[src/design/gsm_pkg.sv]
// Shared constants, command codes and controller/datapath interface types of the slot map.
package gsm_pkg;

    localparam int CAPACITY       = 256;
    localparam int SLOT_W         = 8;
    localparam int GEN_W          = 16;
    localparam int COUNT_W        = 9;
    localparam int CMD_W          = 2;
    localparam int STATUS_W       = 2;
    localparam int VALUE_W        = 32;
    localparam int DATA_WIDTH_DEF = 32;

    localparam int S_TDATA_W = 56;
    localparam int M_TDATA_W = 40;
    localparam int M_PAD_W   = M_TDATA_W - SLOT_W - GEN_W - COUNT_W;

    localparam logic [CMD_W-1:0] CMD_INSERT = 2'd0;
    localparam logic [CMD_W-1:0] CMD_ERASE  = 2'd1;
    localparam logic [CMD_W-1:0] CMD_CHECK  = 2'd2;

    localparam logic [STATUS_W-1:0] STATUS_OK      = 2'd0;
    localparam logic [STATUS_W-1:0] STATUS_FULL    = 2'd1;
    localparam logic [STATUS_W-1:0] STATUS_INVALID = 2'd2;

    localparam logic [COUNT_W-1:0] CAP_COUNT = COUNT_W'(CAPACITY);

    typedef struct packed {
        logic accept;
        logic insert_commit;
        logic full_reject;
        logic bad_cmd;
        logic save_look;
        logic verify_result;
        logic erase_unlink;
        logic erase_move;
        logic out_load;
    } gsm_ctl_t;

    typedef struct packed {
        logic [CMD_W-1:0] op;
        logic             full;
        logic             key_ok;
        logic             out_free;
    } gsm_sts_t;

endpackage

[src/design/gsm_ctrl.sv]
// Sequencing state machine of the slot map.
module gsm_ctrl (
    input  logic              aclk,
    input  logic              aresetn,
    input  logic              s_tvalid,
    output logic              s_tready,
    input  gsm_pkg::gsm_sts_t sts,
    output gsm_pkg::gsm_ctl_t ctl
);
    import gsm_pkg::*;

    localparam logic [2:0] ST_IDLE   = 3'd0;
    localparam logic [2:0] ST_LOOK   = 3'd1;
    localparam logic [2:0] ST_VERIFY = 3'd2;
    localparam logic [2:0] ST_MOVE   = 3'd3;
    localparam logic [2:0] ST_DONE   = 3'd4;

    logic [2:0] state_reg;
    logic [2:0] state_next;

    always_ff @(posedge aclk) begin
        if (!aresetn) begin
            state_reg <= ST_IDLE;
        end else begin
            state_reg <= state_next;
        end
    end

    always_comb begin
        ctl        = '0;
        s_tready   = 1'b0;
        state_next = state_reg;
        unique case (state_reg)
            ST_IDLE: begin
                s_tready = 1'b1;
                if (s_tvalid) begin
                    ctl.accept = 1'b1;
                    state_next = ST_LOOK;
                end
            end
            ST_LOOK: begin
                state_next = ST_DONE;
                if (sts.op == CMD_INSERT) begin
                    if (sts.full) begin
                        ctl.full_reject = 1'b1;
                    end else begin
                        ctl.insert_commit = 1'b1;
                    end
                end else if (sts.op == CMD_ERASE || sts.op == CMD_CHECK) begin
                    ctl.save_look = 1'b1;
                    state_next    = ST_VERIFY;
                end else begin
                    ctl.bad_cmd = 1'b1;
                end
            end
            ST_VERIFY: begin
                if (sts.op == CMD_ERASE && sts.key_ok) begin
                    ctl.erase_unlink = 1'b1;
                    state_next       = ST_MOVE;
                end else begin
                    ctl.verify_result = 1'b1;
                    state_next        = ST_DONE;
                end
            end
            ST_MOVE: begin
                ctl.erase_move = 1'b1;
                state_next     = ST_DONE;
            end
            ST_DONE: begin
                if (sts.out_free) begin
                    ctl.out_load = 1'b1;
                    state_next   = ST_IDLE;
                end
            end
            default: begin
                state_next = ST_IDLE;
            end
        endcase
    end

endmodule

[config.mk]
export PLATFORM = sky130hd
export DESIGN_NAME = gsm_ctrl
export DESIGN_NICKNAME = d
export VERILOG_FILES = /design/src/design/gsm_pkg.sv /design/src/design/gsm_ctrl.sv
export SDC_FILE = /design/constraint.sdc
export NUM_CORES = 1
export LEC_CHECK = 0
export BUFFER_PORTS_ARGS = -buffer_cell sky130_fd_sc_hd__buf_4
export CORE_AREA = 2 2 39 41
export DETAILED_ROUTE_END_ITERATION = 10
export DIE_AREA = 0 0 41 43
export PLACE_DENSITY = 0.52
export SYNTH_ARGS = -nofsm -noshare
export SYNTH_HDL_FRONTEND = slang
export SYNTH_SLANG_ARGS = --single-unit
[constraint.sdc]
create_clock -name aclk -period 2.9 [get_ports aclk]
set_clock_uncertainty 0.2 [all_clocks]
set_input_delay 0.29 -clock aclk [delete_from_list [all_inputs] [get_ports aclk]]
set_output_delay 0.29 -clock aclk [all_outputs]
set_load 0.02 [all_outputs]
Word level (Yosys, flattened, before mapping)
Index checks and enable logic that the tools add are counted.
Operators by class
  equality and inequality tests: 8
  muxes and demuxes: 22
  reductions and logical operators: 5
Operator list (number)
  $mux W3: 5
  $pmux W3 S5: 1
  $mux W1: 12
  $eq A3 B2 Y1 const B: 2
  $mux W2: 3
  $mux W4: 1
  $ne A2 B2 Y1 const B: 2
  $eq A3 B1 Y1 const B: 1
  $eq A3 B3 Y1 const B: 1
  $logic_not A3 Y1: 1
  $eq A2 B1 Y1 const B: 1
  $eq A2 B2 Y1 const B: 1
  $logic_not A2 Y1: 1
  $reduce_and A2 Y1: 1
  $logic_and A1 B1 Y1: 1
  $logic_or A1 B1 Y1: 1
Storage, ports and cells
  bits in registers: 3
  input port bits: 8

Longest topological paths before layout
  depth in word-level cells: 5
  mapped depth: 5
  gate-level depth less buffers: 5

Least setup slack after synthesis
No wires, ideal clock.
  kind: reg-to-output
  start point: reg state_reg[1]
  end point: out ctl[8] in the netlist's numbering
  arrival: 1.319 ns
  required time: 2.410 ns
  path slack: 1.091 ns
  cell stages (with the launch flop): 4
  path through: dfxtp_1 > buf_2 > nor3_1 > and2_1
RTL lines
  start, declared: line gsm_ctrl.sv:18  | logic [2:0] state_reg;
  start signal, assigned: line gsm_ctrl.sv:25  | state_reg <= state_next;
  end, declared: line gsm_ctrl.sv:8  | output gsm_pkg::gsm_ctl_t ctl

==> flow_summary.yaml <==
synthesis:
  postSynthAreaPerCell_um2: 7.48
  yosysWarnings: 0
  synth_cell_type_count: 19
  syn-cell-area_um2: 292
  yosysSeqAreaShare_pct: 20.6
  synthesis.nets: 50
  synth-seq-cells: 3
  netlist_instances: 39
grt:
  grt_pass1_vias: 255
  antenna_found_initial: 0
  overflow: 0
  grt_pass1_wl_um: 993
  met3_usage_pct: 7.85
  grt_usage_pct: 8.83
  grt_max_degree: 12
  met1_usage_pct: 11.5
  grt.busiest_layer: "met1"
  grt_util_met2_pct: 9.69
clocking:
  cts_tree: "built"
  cts_resized: 0
  clkTransAtPathRegs_ps: 40
  numCtsBuffers: 3
  cts-root-buf: "clkbuf_4"
  clk_path_buf_depth: 2
  htreeDepth: 1
  clock_latency_ps: 230
  hold_buffers: 0
  cts_sinks: 3
  postCtsSetupRepairBufs: 0
drt:
  wl_per_cell_um: 8.43
  viasPerCell: 4.22
  dr.pass1.iters: 2
  vias: 312
  postRouteAntennaNets: 0
  drtIter0Drc: 4
  routed_wl_um: 624
  drc: 0
timing:
  rsz0062_at_grt: "false"
  worst_pin_slew_ps: 313
  finalSetupViolations: 0
  fin_crit_ps: 1750
  slew-limit-headroom_pct: 79.1
  setup_tns_ps: 0
  fin_crit_sh_pct: 60.4
  hold_viol_final: 0
  drv_slew: 0
  max_freq_ghz: 0.571
final_layout:
  final_common_cell: "buf_4"
  design_area_um2: 455
  drive_above_1_share_pct: 37.9
  antenna-diode-count: 0
  largest_register_ffs: 3
  final_cell_mix: "17 x buf_4, 5 x nand2_1"
  area_growth_pct: 56.2
  layout.nets: 70
die:
  core_mm2: 0.00138
  pin_count: 18
  die_height_um: 43
  fp.dieArea_mm2: 0.00176
  rows: 14
  fp.dieW_um: 41
  start_util_pct: 21.1
placed_design:
  port-buffer-count: 17
  hpwl_um: 495
  place_area_um2: 429
  gp_congestion: 0.665
run_status:
  status: "finished, final reports clean"
power:
  powerDensity_mw_per_mm2: 369
  finalPower_w: 0.000168
  p_leak_nw: 0.235
  peakVddDrop_mv: 0.184
worst_setup_path:
  critPathArrivalTime_ps: 1260
  crit_required_ps: 2410
  end_kind: "output pin"
  crit_type: "register to output pin"
  start_kind: "register"
  cp_max_fo: 9
run:
  cap_violations: 0
hold_path:
  hold_class: "primary input to register"
layout make-up:
type | count | area [um2]
Fill cell | 159 | 928
Multi-Input combinational cell | 31 | 210
Timing Repair Buffer | 17 | 128
Sequential cell | 3 | 60.1
Clock buffer | 4 | 26.3
Tap cell | 16 | 20.0
Inverter | 3 | 11.3
per-stage QoR:
stage | util [%] | worst slack [ps] | hold slack, ps | cells
final | 32.9 | 1150 | 91.8 | 74
after global routing | 32.9 | 1010 | 101 | 74
after CTS | 32.9 | 1110 | 87.7 | 74
after detailed placement | 31.0 | 1350 | 336 | 70
after global placement | 31.0 | 1360 | 337 | 70
after floorplan | - | 1090 | 218 | 39
final timing paths:
kind | endpoint | cells after the start | from | slack [ps]
setup reg to reg | state_reg[2] | 3 | state_reg[0] | 1610
hold / removal | state_reg[2] | 2 | aresetn | 90
setup / recovery | ctl[6] | 3 | state_reg[0] | 1150
hold reg to reg | state_reg[1] | 2 | state_reg[0] | 380
layer usage:
layer,vias to the layer above,part of all wire [%],routed length (um)
met4,0,0,0
li1,170,-,-
met2,15,39,244
met3,0,11,71
met1,127,50,309
met5,-,0,0
synthesized netlist by cell type:
library cell | n | area share [%]
o21ai_0 | 1 | 1.7
and3b_1 | 2 | 6.0
nand2_1 | 5 | 6.4
o31a_1 | 1 | 3.0
dfxtp_1 | 3 | 21
nand2b_1 | 1 | 2.1
and3_1 | 2 | 4.3
a21oi_1 | 2 | 3.4
nor4b_1 | 1 | 3.0
and2_1 | 3 | 6.4
nand3b_1 | 1 | 2.6
nand3_1 | 1 | 1.7
nor3_1 | 2 | 3.4
nor2_1 | 3 | 3.9
nor3b_1 | 1 | 2.6
buf_2 | 2 | 3.4
inv_1 | 3 | 3.9
ha_1 | 3 | 13
nor3b_2 | 2 | 8.6
power by group:
part           internal [W]  switching [W]   total, W  leakage (nW)
logic             0.0000234      0.0000214  0.0000448         0.195
clock network     0.0000516      0.0000225  0.0000741        0.0150
registers         0.0000440     0.00000535  0.0000493        0.0245
total              0.000119      0.0000492   0.000168         0.235
cells by family (layout without fill, tap and decap cells):
kind of cell	after synthesis	after routing	share of synthesized area, %
compound gates	4	4	8.15
flops	3	3	20.6
fa+ha+maj	3	3	12.9
simple gates	24	24	51.1
buf+inv	5	24	7.30
critical path: stages (launching register included):
cell	delay, ps
dfxtp_1	450
nor3b_2	270
and3_1	180
buf_4	130
Note: power is estimated with default switching activity, not from simulation.
